===== src/rtl/rhd_pkg.sv =====
// shared types and constants for the rtp h.264 payload depacketizer
// no dependencies
package rhd_pkg;

    localparam int START_CODE_BYTES_DEF = 4;
    localparam int LENGTH_BITS_DEF      = 16;

    localparam logic [16:0] LEN_MAX = 17'h1ffff;

    // nal unit type codes
    localparam logic [4:0] NAL_IDR        = 5'd5;
    localparam logic [4:0] NAL_MAX_SINGLE = 5'd23;
    localparam logic [4:0] NAL_STAP_A     = 5'd24;
    localparam logic [4:0] NAL_FU_A       = 5'd28;
    localparam logic [4:0] NAL_UNDEF_LO   = 5'd30;
    localparam logic [4:0] NAL_UNDEF_HI   = 5'd31;

    localparam logic [7:0] NAL_TYPE_MASK  = 8'h1f;
    localparam logic [7:0] NAL_FNRI_MASK  = 8'he0;
    localparam logic [7:0] FU_END_MASK    = 8'h40;

    typedef enum logic [2:0] {
        MODE_IDLE   = 3'd0,
        MODE_SINGLE = 3'd1,
        MODE_FRAG   = 3'd2,
        MODE_AGG    = 3'd3,
        MODE_DROP   = 3'd4
    } mode_t;

    typedef enum logic [1:0] {
        PH_LEN_HI   = 2'd0,
        PH_LEN_LO   = 2'd1,
        PH_BODY     = 2'd2,
        PH_DISCARD  = 2'd3
    } phase_t;

    typedef enum logic [2:0] {
        OC_SINGLE    = 3'd0,
        OC_FRAGMENT  = 3'd1,
        OC_AGGREGATE = 3'd2,
        OC_UNHANDLED = 3'd3,
        OC_UNDEFINED = 3'd4,
        OC_EMPTY     = 3'd5,
        OC_SHORT_FU  = 3'd6,
        OC_LEN_ERR   = 3'd7
    } outcome_t;

    // held error code: the single code doubles as no error
    localparam outcome_t OC_NONE = OC_SINGLE;

    typedef enum logic {
        KIND_DATA    = 1'b0,
        KIND_SUMMARY = 1'b1
    } kind_t;

endpackage


===== src/rtl/rtp_h264_payload_depacketizer_top.sv =====
// rtp h.264 payload depacketizer, top level and only module
// depends on rhd_pkg
//
// usage:
//   s_axis carries one rtp payload byte per transfer; tuser flags the first
//   byte of a packet, and on that byte tdata also carries the packet length
//   m_axis carries result transfers: data bytes of the rebuilt h.264 stream
//   (tuser 0) and one summary record per completed packet (tuser 1) after its data;
//   tlast marks the final result caused by one input byte
// path: an accepted byte loads the job register, and its results pass from there
//   through the output register to m_axis
// throughput: one input byte per cycle while each byte gives at most one
//   result and m_axis is not stalled; a byte that gives more results holds
//   the input until its last result leaves the job register, since the single
//   output register drains the job register one item a cycle while m_axis_tready
//   is high (a stap-a length prefix gives the start code, up to
//   START_CODE_BYTES + 1 results with a summary); bytes that give no result never hold the input
// stall: when m_axis_tready is low the output register holds its transfer,
//   the job register keeps its pending results and s_axis_tready drops while any are pending
// reset: rst_n clears packet state to idle and empties both registers
module rtp_h264_payload_depacketizer_top #(
    parameter int START_CODE_BYTES = rhd_pkg::START_CODE_BYTES_DEF,
    parameter int LENGTH_BITS      = rhd_pkg::LENGTH_BITS_DEF
) (
    input  logic        clk,
    input  logic        rst_n,
    input  logic        s_axis_tvalid,
    output logic        s_axis_tready,
    // [7:0] payload_byte, [23:8] packet_length
    input  logic [23:0] s_axis_tdata,
    // [0] first_of_packet
    input  logic        s_axis_tuser,
    output logic        m_axis_tvalid,
    input  logic        m_axis_tready,
    // [7:0] data_byte, [10:8] outcome, [11] keyframe, [12] fragment_start,
    // [13] fragment_end, [21:14] rebuilt_header, [38:22] output_length,
    // [39] zero fill
    output logic [39:0] m_axis_tdata,
    // [0] item_kind
    output logic        m_axis_tuser,
    // run_last
    output logic        m_axis_tlast
);
    import rhd_pkg::*;

    // item index counts data items then the summary
    localparam int IDX_W = $clog2(START_CODE_BYTES + 2);
    localparam logic [16:0] SIZE_LIMIT = 17'((1 << LENGTH_BITS) - 1);

    typedef struct packed {
        logic [IDX_W-1:0] n_data;      // data items in this job
        logic             start_code;  // data items are a start code
        logic [7:0]       data_byte;
        logic             has_sum;
        outcome_t         outcome;
        logic             keyframe;
        logic             frag_start;
        logic             frag_end;
        logic [7:0]       header;
        logic [16:0]      out_len;
    } job_t;

    // packet state
    logic [15:0]            bytes_rem_reg,  bytes_rem_next;
    mode_t                  mode_reg,       mode_next;
    phase_t                 phase_reg,      phase_next;
    logic [7:0]             len_hi_reg,     len_hi_next;
    logic [LENGTH_BITS-1:0] nal_left_reg,   nal_left_next;
    logic                   nal_first_reg,  nal_first_next;
    logic [1:0]             hdr_idx_reg,    hdr_idx_next;
    logic                   key_reg,        key_next;
    logic                   sflag_reg,      sflag_next;
    logic                   eflag_reg,      eflag_next;
    logic [7:0]             header_reg,     header_next;
    logic [16:0]            len_cnt_reg,    len_cnt_next;
    outcome_t               err_reg,        err_next;

    // job and output registers
    job_t             job_reg,  job_next;
    logic             job_valid_reg;
    logic [IDX_W-1:0] idx_reg;
    logic             out_valid_reg;
    logic [39:0]      out_data_reg;
    logic             out_user_reg;
    logic             out_last_reg;

    logic             in_acc;
    logic             out_load;
    logic             job_done;
    logic [IDX_W-1:0] job_total;

    logic [7:0]  in_byte;
    logic        in_first;
    logic [15:0] in_len;
    logic [4:0]  unit_type;

    assign in_byte   = s_axis_tdata[7:0];
    assign in_len    = s_axis_tdata[23:8];
    assign in_first  = s_axis_tuser;
    assign unit_type = 5'(in_byte & NAL_TYPE_MASK);

    assign out_load  = !out_valid_reg || m_axis_tready;
    assign job_total = job_reg.n_data + IDX_W'(job_reg.has_sum);
    assign job_done  = job_valid_reg && out_load && (idx_reg == job_total - IDX_W'(1));
    assign s_axis_tready = !job_valid_reg || job_done;
    assign in_acc = s_axis_tvalid && s_axis_tready;

    // per-byte packet processing
    always_comb
    begin
        logic             active;
        logic             empty_pkt;
        logic [15:0]      size;
        logic [15:0]      rest;
        logic [17:0]      len_sum;
        logic [LENGTH_BITS-1:0] left_dec;

        bytes_rem_next = bytes_rem_reg;
        mode_next      = mode_reg;
        phase_next     = phase_reg;
        len_hi_next    = len_hi_reg;
        nal_left_next  = nal_left_reg;
        nal_first_next = nal_first_reg;
        hdr_idx_next   = hdr_idx_reg;
        key_next       = key_reg;
        sflag_next     = sflag_reg;
        eflag_next     = eflag_reg;
        header_next    = header_reg;
        len_cnt_next   = len_cnt_reg;
        err_next       = err_reg;

        job_next            = '0;
        job_next.data_byte  = in_byte;
        job_next.outcome    = OC_SINGLE;
        active    = 1'b0;
        empty_pkt = 1'b0;
        size      = {len_hi_reg, in_byte};
        rest      = bytes_rem_reg - 16'd1;
        left_dec  = '0;

        if (in_first)
        begin
            // a new packet abandons whatever was in progress
            bytes_rem_next = '0;
            mode_next      = MODE_IDLE;
            phase_next     = PH_LEN_HI;
            len_hi_next    = '0;
            nal_left_next  = '0;
            nal_first_next = 1'b0;
            hdr_idx_next   = '0;
            key_next       = 1'b0;
            sflag_next     = 1'b0;
            eflag_next     = 1'b0;
            header_next    = '0;
            len_cnt_next   = '0;
            err_next       = OC_NONE;
            if (in_len == 16'd0)
            begin
                empty_pkt        = 1'b1;
                job_next.has_sum = 1'b1;
                job_next.outcome = OC_EMPTY;
            end
            else
            begin
                active         = 1'b1;
                bytes_rem_next = in_len;
                unique case (unit_type) inside
                    [5'd0 : NAL_MAX_SINGLE]:
                    begin
                        mode_next       = MODE_SINGLE;
                        job_next.n_data = IDX_W'(1);
                        if (unit_type == NAL_IDR)
                            key_next = 1'b1;
                    end
                    NAL_STAP_A:
                    begin
                        mode_next  = MODE_AGG;
                        phase_next = PH_LEN_HI;
                    end
                    NAL_FU_A:
                    begin
                        if (in_len < 16'd3)
                        begin
                            mode_next = MODE_DROP;
                            err_next  = OC_SHORT_FU;
                        end
                        else
                        begin
                            mode_next    = MODE_FRAG;
                            hdr_idx_next = 2'd1;
                            header_next  = in_byte & NAL_FNRI_MASK;
                        end
                    end
                    NAL_UNDEF_LO, NAL_UNDEF_HI:
                    begin
                        mode_next = MODE_DROP;
                        err_next  = OC_UNDEFINED;
                    end
                    default:
                    begin
                        mode_next = MODE_DROP;
                        err_next  = OC_UNHANDLED;
                    end
                endcase
            end
        end
        else if (mode_reg != MODE_IDLE && bytes_rem_reg != 16'd0)
        begin
            active = 1'b1;
            unique case (mode_reg)
                MODE_SINGLE:
                    job_next.n_data = IDX_W'(1);
                MODE_FRAG:
                begin
                    if (hdr_idx_reg == 2'd1)
                    begin
                        // fu header: start, end and original nal type
                        sflag_next   = in_byte[7];
                        eflag_next   = |(in_byte & FU_END_MASK);
                        header_next  = header_reg | {3'b000, unit_type};
                        hdr_idx_next = 2'd2;
                        if (unit_type == NAL_IDR && in_byte[7])
                            key_next = 1'b1;
                    end
                    else
                        job_next.n_data = IDX_W'(1);
                end
                MODE_AGG:
                begin
                    unique case (phase_reg)
                        PH_LEN_HI:
                        begin
                            // too few bytes left for a length prefix and at least one body byte
                            if (bytes_rem_reg <= 16'd2)
                                phase_next = PH_DISCARD;
                            else
                            begin
                                len_hi_next = in_byte;
                                phase_next  = PH_LEN_LO;
                            end
                        end
                        PH_LEN_LO:
                        begin
                            if ({1'b0, size} > SIZE_LIMIT || size > rest)
                            begin
                                err_next   = OC_LEN_ERR;
                                phase_next = PH_DISCARD;
                            end
                            else
                            begin
                                job_next.n_data     = IDX_W'(START_CODE_BYTES);
                                job_next.start_code = 1'b1;
                                if (size == 16'd0)
                                    phase_next = PH_LEN_HI;
                                else
                                begin
                                    nal_left_next  = size[LENGTH_BITS-1:0];
                                    nal_first_next = 1'b1;
                                    phase_next     = PH_BODY;
                                end
                            end
                        end
                        PH_BODY:
                        begin
                            job_next.n_data = IDX_W'(1);
                            if (nal_first_reg && unit_type == NAL_IDR)
                                key_next = 1'b1;
                            nal_first_next = 1'b0;
                            left_dec = nal_left_reg;
                            if (nal_left_reg != '0)
                                left_dec = nal_left_reg - LENGTH_BITS'(1);
                            nal_left_next = left_dec;
                            if (left_dec == '0)
                                phase_next = PH_LEN_HI;
                        end
                        default:
                            phase_next = phase_reg;
                    endcase
                end
                default:
                    mode_next = mode_reg;
            endcase
        end

        // saturating count of data bytes emitted
        len_sum = {1'b0, len_cnt_next} + 18'(job_next.n_data);
        if (len_sum > {1'b0, LEN_MAX})
            len_cnt_next = LEN_MAX;
        else
            len_cnt_next = len_sum[16:0];

        if (active)
        begin
            bytes_rem_next = bytes_rem_next - 16'd1;
            if (bytes_rem_next == 16'd0)
            begin
                job_next.has_sum    = 1'b1;
                job_next.keyframe   = key_next;
                job_next.frag_start = sflag_next;
                job_next.frag_end   = eflag_next;
                job_next.header     = header_next;
                job_next.out_len    = len_cnt_next;
                if (err_next != OC_NONE)
                    job_next.outcome = err_next;
                else if (mode_next == MODE_FRAG)
                    job_next.outcome = OC_FRAGMENT;
                else if (mode_next == MODE_AGG)
                    job_next.outcome = OC_AGGREGATE;
                else
                    job_next.outcome = OC_SINGLE;
                mode_next = MODE_IDLE;
            end
        end
        else if (empty_pkt)
            job_next.out_len = '0;
    end

    // current result item out of the job register
    logic [39:0] item_data;
    logic        item_user;
    logic        item_last;

    always_comb
    begin
        item_data = '0;
        item_user = KIND_DATA;
        item_last = (idx_reg == job_total - IDX_W'(1));
        if (idx_reg < job_reg.n_data)
        begin
            if (job_reg.start_code)
                item_data[7:0] = (idx_reg == job_reg.n_data - IDX_W'(1)) ? 8'h01 : 8'h00;
            else
                item_data[7:0] = job_reg.data_byte;
        end
        else
        begin
            item_user          = KIND_SUMMARY;
            item_data[10:8]    = job_reg.outcome;
            item_data[11]      = job_reg.keyframe;
            item_data[12]      = job_reg.frag_start;
            item_data[13]      = job_reg.frag_end;
            item_data[21:14]   = job_reg.header;
            item_data[38:22]   = job_reg.out_len;
        end
    end

    always_ff @(posedge clk or negedge rst_n)
    begin
        if (!rst_n)
        begin
            bytes_rem_reg <= '0;
            mode_reg      <= MODE_IDLE;
            phase_reg     <= PH_LEN_HI;
            len_hi_reg    <= '0;
            nal_left_reg  <= '0;
            nal_first_reg <= 1'b0;
            hdr_idx_reg   <= '0;
            key_reg       <= 1'b0;
            sflag_reg     <= 1'b0;
            eflag_reg     <= 1'b0;
            header_reg    <= '0;
            len_cnt_reg   <= '0;
            err_reg       <= OC_NONE;
            job_valid_reg <= 1'b0;
            idx_reg       <= '0;
            out_valid_reg <= 1'b0;
        end
        else
        begin
            if (in_acc)
            begin
                bytes_rem_reg <= bytes_rem_next;
                mode_reg      <= mode_next;
                phase_reg     <= phase_next;
                len_hi_reg    <= len_hi_next;
                nal_left_reg  <= nal_left_next;
                nal_first_reg <= nal_first_next;
                hdr_idx_reg   <= hdr_idx_next;
                key_reg       <= key_next;
                sflag_reg     <= sflag_next;
                eflag_reg     <= eflag_next;
                header_reg    <= header_next;
                len_cnt_reg   <= len_cnt_next;
                err_reg       <= err_next;
            end

            // a byte with no results leaves the job register empty
            if (in_acc)
            begin
                job_valid_reg <= (job_next.n_data != '0) || job_next.has_sum;
                idx_reg       <= '0;
            end
            else if (job_done)
                job_valid_reg <= 1'b0;
            else if (job_valid_reg && out_load)
                idx_reg <= idx_reg + IDX_W'(1);

            if (out_load)
                out_valid_reg <= job_valid_reg;
        end
    end

    // payload registers, no reset
    always_ff @(posedge clk)
    begin
        if (in_acc)
            job_reg <= job_next;
        if (out_load && job_valid_reg)
        begin
            out_data_reg <= item_data;
            out_user_reg <= item_user;
            out_last_reg <= item_last;
        end
    end

    assign m_axis_tvalid = out_valid_reg;
    assign m_axis_tdata  = out_data_reg;
    assign m_axis_tuser  = out_user_reg;
    assign m_axis_tlast  = out_last_reg;

    // a summary is always the last result of its byte
    assert property (@(posedge clk) disable iff (!rst_n)
        m_axis_tvalid && m_axis_tuser |-> m_axis_tlast)
        else $error("summary transfer without tlast");

    // pending results block the input
    assert property (@(posedge clk) disable iff (!rst_n)
        job_valid_reg && !job_done |-> !s_axis_tready)
        else $error("input ready while job results pending");

    // the item index stays inside the job
    assert property (@(posedge clk) disable iff (!rst_n)
        job_valid_reg |-> idx_reg < job_total)
        else $error("job item index out of range");

endmodule

===== config.mk =====
export PLATFORM = sky130hd
export DESIGN_NAME = rtp_h264_payload_depacketizer_top
export DESIGN_NICKNAME = d
export VERILOG_FILES = /design/src/rtl/rhd_pkg.sv /design/src/rtl/rtp_h264_payload_depacketizer_top.sv
export SDC_FILE = /design/constraint.sdc
export NUM_CORES = 1
export LEC_CHECK = 0
export BUFFER_PORTS_ARGS = -buffer_cell sky130_fd_sc_hd__clkbuf_2
export CORE_ASPECT_RATIO = 0.6
export CORE_MARGIN = 2
export CORE_UTILIZATION = 50
export CTS_CLUSTER_SIZE = 30
export DETAILED_ROUTE_END_ITERATION = 10
export PLACE_DENSITY = 0.76
export SYNTH_ARGS = -nofsm -noshare
export SYNTH_HDL_FRONTEND = slang
export SYNTH_SLANG_ARGS = --single-unit
export TNS_END_PERCENT = 1

===== constraint.sdc =====
create_clock -name clk -period 10.4 [get_ports clk]
set_clock_uncertainty 0.2 [all_clocks]
set_input_delay 2.08 -clock clk [delete_from_list [all_inputs] [get_ports clk]]
set_output_delay 2.08 -clock clk [all_outputs]
set_load 0.05 [all_outputs]

==> summary.md, run 1 <==
| Metric | Value |
|---|---|
| Synth Register Bits | 168 |
| Setup TNS | 0 ps |
| Final setup vio count | 0 |
| Post-route ant nets | 0 |
| Seq/Total Area, Yosys | 0.4579 |
| N_diodes | 0 |
| Initial Util | 0.5070 |
| Post-synthesis cell count | 1,081 |
| Syn nets | 1,143 |
| Worst r2r src | bytes_rem_reg[0] |
| CTS Hold Buffers Added | 0 |
| TritonCTS buffer count | 17 |
| Grt ovf | 0 |
| Worst min path class | reg -> reg |
| Drt pass-1 iters | 7 |
| Leak Pwr | 4.422 nW |
| # port buffers | 71 |
| Cell variety after synth | 82 |
| Crit Path Class | reg -> reg |
| Worst EP required | 10,550 ps |
| Worst reg-to-reg setup slack | 3970 ps |
| Hold EP | len_cnt_reg[2] |
| Fin crit period | 6432 ps |
| DR WL/cell | 18.47 µm |
| H-tree depth | 4 |
| Via/cell ratio | 6.124 |
| Worst EP arrival | 6580 ps |
| Clock sinks | 168 |
| GPL Wtd Cong | 0.9499 |
| Worst hold path depth | 2 |
| Nets | 1,175 |
| Die area | 21,390 µm² |
| Die Span Y | 114.1 µm |
| Most frequent cells in the layout | nor2_1 (124), nand2_1 (94), a21oi_1 (87), dfrtp_1 (84), edfxtp_1 (84) |
| Setup crit end kind | register |
| Layout cells sized above 1 | 0.1261 |
| Critical Path Start Type | register |
| Syn_area_per_cell | 9.343 µm² |
| Ys Warns | 0 |
| Hold_sp | len_cnt_reg[2] |
| Initial antenna violation count | 0 |
| Max FO, Critical Path | 8 |
| Post-layout utilization of the core | 0.5573 |
| Ys async rst share | 0.5000 |
| Outcome | complete, no violations |
| Vias after detailed routing | 8,568 |
| Area Growth Syn to Fin | 9.910% |
| RR Endpoint | len_cnt_reg[5] |
| Unrepaired setup endpoints after global routing | no |
| Placed cell area | 10,580 µm² |
| Fmax | 0.1555 GHz |
| Final Cell Area | 11,100 µm² |
| Chip Width | 187.5 µm |
| Core Area | 19,920 µm² |
| Slew @ Worst Pin | 1185 ps |
| DRT iter0 DRCs | 889 |
| CTS resizes | 0 |
| Max Cap Viol | 0 |
| Leading cell type in the layout, fill and taps excluded | nor2_1 |
| Post-CTS Repair Setup Buffers | 0 |
| Reg2Reg Depth | 22 |
| First-pass GRT wire length | 41.65 mm |
| Max-slew violation count | 0 |
| Area of the multi-input gates | 5095 µm² |
| Largest net degree at the start of global routing | 74 |
| Total global-route track usage | 0.2486 |
| Drt drc | 0 |
| CTS tree | done |
| Hold Violations, Final | 0 |
| DPL Wire Length | 18.22 mm |
| Hold slack | 271.9 ps |
| Max reg flops | 43 |
| Later-pin clock latency in the skew report | 440 ps |
| Slew HR | 0.2014 |
| Root buffer cell | clkbuf_16 |
| Pwr dens | 270.3 nW/µm² |
| Final WL | 25.84 mm |
| Top_reg_cell synth | edfxtp_1 |
| Storage element area | 4624 µm² |
| Cell Area, Synth | 10,100 µm² |
| Post-synth EDFFs | 84 |
| Final Cycle Share | 0.6184 |
| Filler cells | 1,822 |
| # rows | 40 |
| Worst IR drop on VDD | 0.0001444 V |
| Vias in the first global route | 7,666 |
| Ports | 73 |
| Max Buffers Root-to-Sink | 2 |
| Worst-path clk slew | 70 ps |
## where the power goes
group	internal (W)	switching [W]	total, W	leakage [nW]
clock	0.000307	0.000269	0.000576	0.250
sequential	0.000935	0.000195	0.00113	1.90
combinational	0.000422	0.000873	0.00130	2.27
## per-stage QoR
step	total power, W	worst slack [ps]	cells
after floorplan	0.002094	3763	1081
after global placement	0.002379	3824	1367
after detailed placement	0.002410	3656	1367
after CTS	0.002985	4037	1399
after global routing	0.003181	3509	1399
final	0.003001	3968	1399
## layer usage
layer	up-vias	wire length, µm	track usage
met3	23	2769	0.07907
met4	0	200	0.05302
li1	4033	-	-
met2	412	10190	0.3336
met5	-	0	0
met1	4100	12680	0.3868
## area by class of cell
cell class                 count  area share
multi-input combinational    819      0.4590
sequential                   168      0.4166
clock buffer                  23     0.04035
timing repair buffer          78     0.03720
tap                          273     0.03077
inverter                      29    0.009806
clock inverter                 9    0.006312
## kinds of logic after synthesis
logic type,after synthesis,synth area share
and+or+nand+nor,454,0.2306
AOI/OAI and AO/OA,263,0.1671
DFF,168,0.4579
buffers and inverters,94,0.03803
muxes,35,0.03655
adders and majority gates,33,0.04088
xor gates and xnor gates,33,0.02862
other,1,0.0003713
## how the worst max path moves through the flow
stage / startpoint / endpoint / slack [ps] / cells after the start
floorplan: s_axis_tuser / bytes_rem_reg[12] / 3760 / 16
global placement: s_axis_tdata[7] / len_cnt_reg[5] / 3820 / 17
detailed placement: s_axis_tdata[7] / len_cnt_reg[5] / 3660 / 17
CTS: bytes_rem_reg[0] / len_cnt_reg[5] / 4040 / 23
global route: bytes_rem_reg[1] / len_cnt_reg[5] / 3510 / 23
finish: bytes_rem_reg[0] / len_cnt_reg[5] / 3970 / 22
## cells in the mapped netlist (all sizes together), types with 14 or more instances
cell    number  area share
nor2       124       0.046
dfrtp       84        0.21
ha          33       0.041
nand2       96       0.036
nand3       30       0.015
o31ai       14       0.012
clkbuf      47       0.017
a21oi       89       0.045
nor2b       15      0.0093
or3         14      0.0092
o21ai       53       0.026
and2        45       0.028
a31oi       14      0.0087
nor3        42       0.022
mux2i       26       0.026
inv         29       0.011
xnor2       20       0.017
edfxtp      84        0.25
buf         18      0.0098
nand4       15      0.0093
nor4        22       0.015
## critical path, stage by stage (launching register included)
cell	delay (ps)
dfrtp_1	450
inv_1	140
ha_1	200
nor3b_1	440
nand2_1	190
nor2_1	240
nand2_1	100
xor2_1	160
ha_1	320
a21o_1	210
a221o_1	340
nor3_1	400
nor2_1	170
nor2_1	380
ha_1	260
and4b_1	270
o2111ai_1	210
nor2_1	250
and2_1	170
and3_1	260
nand3_1	120
or4_1	680
o211ai_1	180
Note: power is estimated with default switching activity, not from simulation.
==> run 2, diff against run 1 <==
- ABC_AREA: unset -> 1
- PLACE_DENSITY: 0.76 -> 0.79
- clock period: 10.4 -> 5.3 ns (I/O delays scaled with it)
==> run 2 against run 1 <==
Clock-buffer cell count shrank 5. Die area shrank 2.5%. Non-clock buffer count grew 3. Combinational power grew 120%. Clock power grew 98%. Critical path depth grew 5. Critical endpoint is now len_cnt_reg[1]. Worst hold slack gained 11 ps.
==> summary.md, run 2 <==
| Metric | Value |
|---|---|
| Outcome | complete, no violations |
| Layout cells sized above 1 | 0.1143 |
| Max FO, Critical Path | 8 |
| Chip Width | 185.2 µm |
| Hold Violations, Final | 0 |
| Largest net degree at the start of global routing | 79 |
| Nets | 1,389 |
| CP max-delay cell | dfrtp_1 |
| N_diodes | 0 |
| Cell variety after synth | 42 |
| Top_reg_cell synth | edfxtp_1 |
| Leak Pwr | 5.068 nW |
| Leading cell type in the layout, fill and taps excluded | nand2_1 |
| Root buffer cell | clkbuf_16 |
| Via/cell ratio | 5.297 |
| GPL Wtd Cong | 0.9682 |
| Post-synth EDFFs | 84 |
| Vias in the first global route | 7,757 |
| Slew @ Worst Pin | 1105 ps |
| Cell Area, Synth | 9844 µm² |
| Area share of the largest cell type after synthesis | 0.2562 |
| Total global-route track usage | 0.2380 |
| # port buffers | 71 |
| Crit Path Class | reg -> reg |
| CP peak stage delay | 400 ps |
| Seq/Total Area, Yosys | 0.4698 |
| CTS resizes | 0 |
| Drt drc | 0 |
| # rows | 39 |
| Setup TNS | 0 ps |
| Unrepaired setup endpoints after global routing | no |
| Worst EP required | 5450 ps |
| Max reg flops | 43 |
| Final Cycle Share | 0.9165 |
| Fin crit period | 4857 ps |
| Largest area contributor in the netlist | edfxtp_1 |
| Initial Util | 0.5133 |
| Cell mode on critical path | nand2_1 |
| Syn_area_per_cell | 7.794 µm² |
| Worst EP arrival | 5000 ps |
| Grt ovf | 0 |
| Post-layout utilization of the core | 0.5738 |
| First-pass GRT wire length | 38.99 mm |
| DRT iter0 DRCs | 907 |
| Final Cell Area | 11,000 µm² |
| Synth Register Bits | 168 |
| Core Area | 19,180 µm² |
| Most frequent cells in the layout | nand2_1 (298), nor2_1 (201), inv_1 (172), o21ai_0 (92), nand3_1 (90) |
| Top post-synthesis cells by count | nand2_1 (298), nor2_1 (203), inv_1 (173), o21ai_0 (92), nand3_1 (90) |
| Drt pass-1 iters | 5 |
| TritonCTS buffer count | 17 |
| Die area | 20,860 µm² |
| Final setup vio count | 0 |
| Area Growth Syn to Fin | 11.77% |
| Syn nets | 1,325 |
| Later-pin clock latency in the skew report | 440 ps |
| Initial antenna violation count | 0 |
| CTS tree | done |
| Ys Warns | 0 |
| Worst IR drop on VDD | 0.0003147 V |
| Max Cap Viol | 0 |
| Slew HR | 0.2617 |
| H-tree depth | 4 |
| Most common cell in the netlist | nand2_1 |
| Vias after detailed routing | 8,502 |
| Final WL | 23.78 mm |
| Pwr dens | 566.5 nW/µm² |
| Ys async rst share | 0.5000 |
| DPL Wire Length | 17.19 mm |
| Worst min path class | reg -> reg |
| DR WL/cell | 14.82 µm |
| Setup crit end kind | register |
| Synth top area cells | edfxtp_1 (26%), dfrtp_1 (21%), nand2_1 (11%) |
| Post-CTS Repair Setup Buffers | 0 |
| Worst-path clk slew | 60 ps |
| Max Buffers Root-to-Sink | 2 |
| Post-route ant nets | 0 |
| Post-synthesis cell count | 1,263 |
| Clock sinks | 168 |
| Critical Path Start Type | register |
| Fmax | 0.2059 GHz |
| Die Span Y | 112.7 µm |
| Placed cell area | 10,430 µm² |
| CTS Hold Buffers Added | 0 |
| Ports | 73 |
| Max-slew violation count | 0 |
-- run 2: final timing paths --
check,start,to,slack [ps],cells after the start
max in group asynchronous,rst_n,header_reg[5],3450,2
min in group asynchronous,rst_n,bytes_rem_reg[7],400,1
min,header_reg[0],header_reg[0],280,2
max reg2reg,bytes_rem_reg[1],len_cnt_reg[1],440,27
min reg2reg,header_reg[0],header_reg[0],280,2
max,bytes_rem_reg[1],len_cnt_reg[1],440,27
-- run 2: worst max-delay path: cells and delay by family, from the launching register on --
| family | cells | cell delay, ps |
|---|---|---|
| compound gates | 4 | 620 |
| xor+xnor | 1 | 150 |
| fa+ha+maj | 2 | 510 |
| buf+inv | 3 | 280 |
| flops | 1 | 400 |
| simple gates | 17 | 2580 |
-- run 2: stage by stage --
step           hold WS, ps  power [W]  worst slack [ps]  std cells
2_1_floorplan        247.9   0.004347             883.0       1263
3_3_place_gp         264.5   0.004952             361.6       1574
3_5_place_dp         270.5   0.005035             112.8       1574
4_1_cts              286.0   0.006178             23.35       1605
5_1_grt              295.0   0.006689             16.31       1605
6_report             282.7   0.006233             442.7       1605
-- run 2: metal layers --
metal,GRT usage,up-vias,part of all wire
met1,0.3617,3910,0.49
met5,0,-,0
met2,0.3343,342,0.41
met3,0.05278,46,0.083
met4,0.08095,0,0.019
li1,-,4204,-
-- run 2: cell type report --
type | instances | area, µm²
fillers | 1673 | 8174
flip-flops and latches | 168 | 4624
multi-input cells | 880 | 4413
inverters | 179 | 671.9
repair buffers | 81 | 432.9
clock buffers | 18 | 429.2
well taps | 266 | 332.8
clock inverters | 13 | 98.84
-- run 2: cells by family (layout without fill, tap and decap cells) --
logic type,after synthesis,count (layout),share of synthesized area
adder cells (fa/ha/maj),33,33,0.04194
flip-flops,168,168,0.4698
AND/OR/NAND/NOR,637,637,0.2710
other,1,1,0.0003809
AO/OA/AOI/OAI,177,177,0.1016
buffers and inverters,215,291,0.08693
XOR/XNOR,32,32,0.02847
-- run 2: report_power, final --
group	switching (W)	total (W)	internal, W
Sequential	0.000265	0.00218	0.00192
Clock	0.000538	0.00114	0.000601
Combinational	0.00213	0.00291	0.000783
Total	0.00293	0.00623	0.00330
==> run 3, diff against run 2 <==
- ABC_AREA: 1 -> unset
==> run 3 against run 2 <==
Via count grew 4.6%. Largest power group unchanged. First-iteration DRC count increased by 10%. Worst hold slack gained 3.3 ps. Non-clock buffer count up 38. Core utilization grew 1.1 points. Critical path depth shrank 8. Sequential power hardly changed. Worst setup slack worse by 290 ps. Critical endpoint is now job_reg[9]. Sequential share of layout area down 2.3 points.
==> summary.md, run 3 (synthesis results as in run 1) <==
| Metric | Value |
|---|---|
| Die area | 21,390 µm² |
| Initial antenna violation count | 0 |
| # rows | 40 |
| Root buffer cell | clkbuf_16 |
| Chip Width | 187.5 µm |
| Worst hold path depth | 2 |
| Inst Count DP | 1,404 |
| Area Growth Syn to Fin | 15.37% |
| Worst IR drop on VDD | 0.0002750 V |
| Critical Path Start Type | register |
| N_diodes | 0 |
| Fmax | 0.1941 GHz |
| Max reg flops | 43 |
| Leak Pwr | 4.670 nW |
| DRT iter0 DRCs | 1,001 |
| Most frequent cells in the layout | nor2_1 (119), nand2_1 (92), edfxtp_1 (84), dfrtp_1 (83), a21oi_1 (82) |
| Die Span Y | 114.1 µm |
| Worst min path class | reg -> reg |
| Total global-route track usage | 0.2595 |
| Placed cell area | 10,890 µm² |
| CTS Hold Buffers Added | 0 |
| Crit Path Class | reg -> reg |
| Setup crit end kind | register |
| Pwr dens | 530.1 nW/µm² |
| Worst EP arrival | 5240 ps |
| Grt ovf | 0 |
| Final WL | 27.70 mm |
| Max Cap Viol | 0 |
| Unrepaired setup endpoints after global routing | yes |
| Via/cell ratio | 6.171 |
| H-tree depth | 4 |
| Fin crit period | 5151 ps |
| Filler cells | 1,665 |
| Slew @ Worst Pin | 989.8 ps |
| Post-layout utilization of the core | 0.5850 |
| DPL Wire Length | 19.27 mm |
| Vias in the first global route | 7,820 |
| GPL Wtd Cong | 0.9398 |
| Drt pass-1 iters | 6 |
| Leading cell type in the layout, fill and taps excluded | nor2_1 |
| Initial Util | 0.5070 |
| Max Buffers Root-to-Sink | 2 |
| CTS tree | done |
| Core Area | 19,920 µm² |
| Final Cycle Share | 0.9720 |
| Post-route insts no fill | 1,441 |
| Worst-path clk slew | 70 ps |
| Drt drc | 0 |
| Max FO, Critical Path | 5 |
| Worst EP required | 5390 ps |
| Final Cell Area | 11,650 µm² |
| Layout cells sized above 1 | 0.1909 |
| Later-pin clock latency in the skew report | 430 ps |
| Post-route ant nets | 0 |
| Vias after detailed routing | 8,893 |
| Largest net degree at the start of global routing | 59 |
| DR WL/cell | 19.23 µm |
| Clock sinks | 168 |
| Slew HR | 0.3341 |
| TritonCTS buffer count | 17 |
| Max-slew violation count | 0 |
| Reg2Reg Depth | 19 |
| Hold Violations, Final | 0 |
| Outcome | complete, no violations |
| Hold slack | 285.9 ps |
| Nets | 1,217 |
| # port buffers | 71 |
| Final setup vio count | 0 |
| Ports | 73 |
| First-pass GRT wire length | 43.21 mm |
[run 3: cell types whose count changed in the layout (fill, tap and decap cells not counted), moves of 16 or more]
cell     delta
nand2_1   -206
inv_1     -145
nor2_1     -82
nand3_1    -61
a21oi_1    +49
and2_1     +42
buf_4      +39
o21ai_0    -39
nor3_1     +30
mux2i_1    +26
nor4_1     +16
[run 3: worst paths after layout]
kind | startpoint | slack (ps) | to
hold reg to reg | err_reg[1] | 290 | err_reg[1]
min in group asynchronous | rst_n | 450 | bytes_rem_reg[11]
setup / recovery | bytes_rem_reg[0] | 150 | job_reg[9]
hold / removal | err_reg[1] | 290 | err_reg[1]
max in group asynchronous | rst_n | 3450 | len_hi_reg[1]
setup reg to reg | bytes_rem_reg[0] | 150 | job_reg[9]
[run 3: layout make-up]
class	instances	area, µm²	area share
Sequential cell	168	4626	0.3970
Clock buffer	18	429.2	0.03683
Multi-Input combinational cell	820	5296	0.4545
Timing Repair Buffer	119	720.7	0.06185
Clock inverter	14	130.1	0.01117
Inverter	29	108.9	0.009342
Tap cell	273	341.6	0.02931
[run 3: worst max-delay path, stage by stage, from the launching register on]
cell       delay, ps
dfrtp_2          440
or3_4            390
or3_4            450
nor4b_4          260
xnor2_1          130
ha_1             330
nand4_1          120
nor4_2           250
a21boi_2         210
nor3_2            70
nor2_2           170
nor2_4            80
ha_4             280
and4b_2          280
o2111ai_4        140
nor2_4           150
and2_4           150
nand4_1          230
or3_4            520
a21oi_2          170
[run 3: per-layer routing]
metal  track usage  part of all wire  vias up
met5             0                 0        -
met4       0.07087             0.016        0
met3       0.05670              0.12       42
met2        0.3507              0.41      522
met1        0.4126              0.46     4216
li1              -                 -     4113
[run 3: metrics by stage]
| stage | total power (W) | worst slack (ps) | setup TNS [ps] |
|---|---|---|---|
| global route | 0.006524 | -95.41 | -734.9 |
| finish | 0.006177 | 148.6 | 0 |
| CTS | 0.006042 | 16.70 | 0 |
| floorplan | 0.004116 | -23.30 | -23.30 |
| global placement | 0.004781 | 125.0 | 0 |
| detailed placement | 0.004854 | -71.91 | -348.3 |
[run 3: where the power goes]
| group | internal, W | switching (W) |
|---|---|---|
| registers | 0.00183 | 0.000332 |
| clock network | 0.000620 | 0.000566 |
| logic | 0.000959 | 0.00187 |
| total | 0.00341 | 0.00276 |
[run 3: repair_timing]
action | in CTS | in global routing
buffers inserted | 0 | 4
pin swaps | 0 | 18
endpoints found under the setup margin | 16 | 34
resized for setup | 2 | 37
cloned | 0 | 1
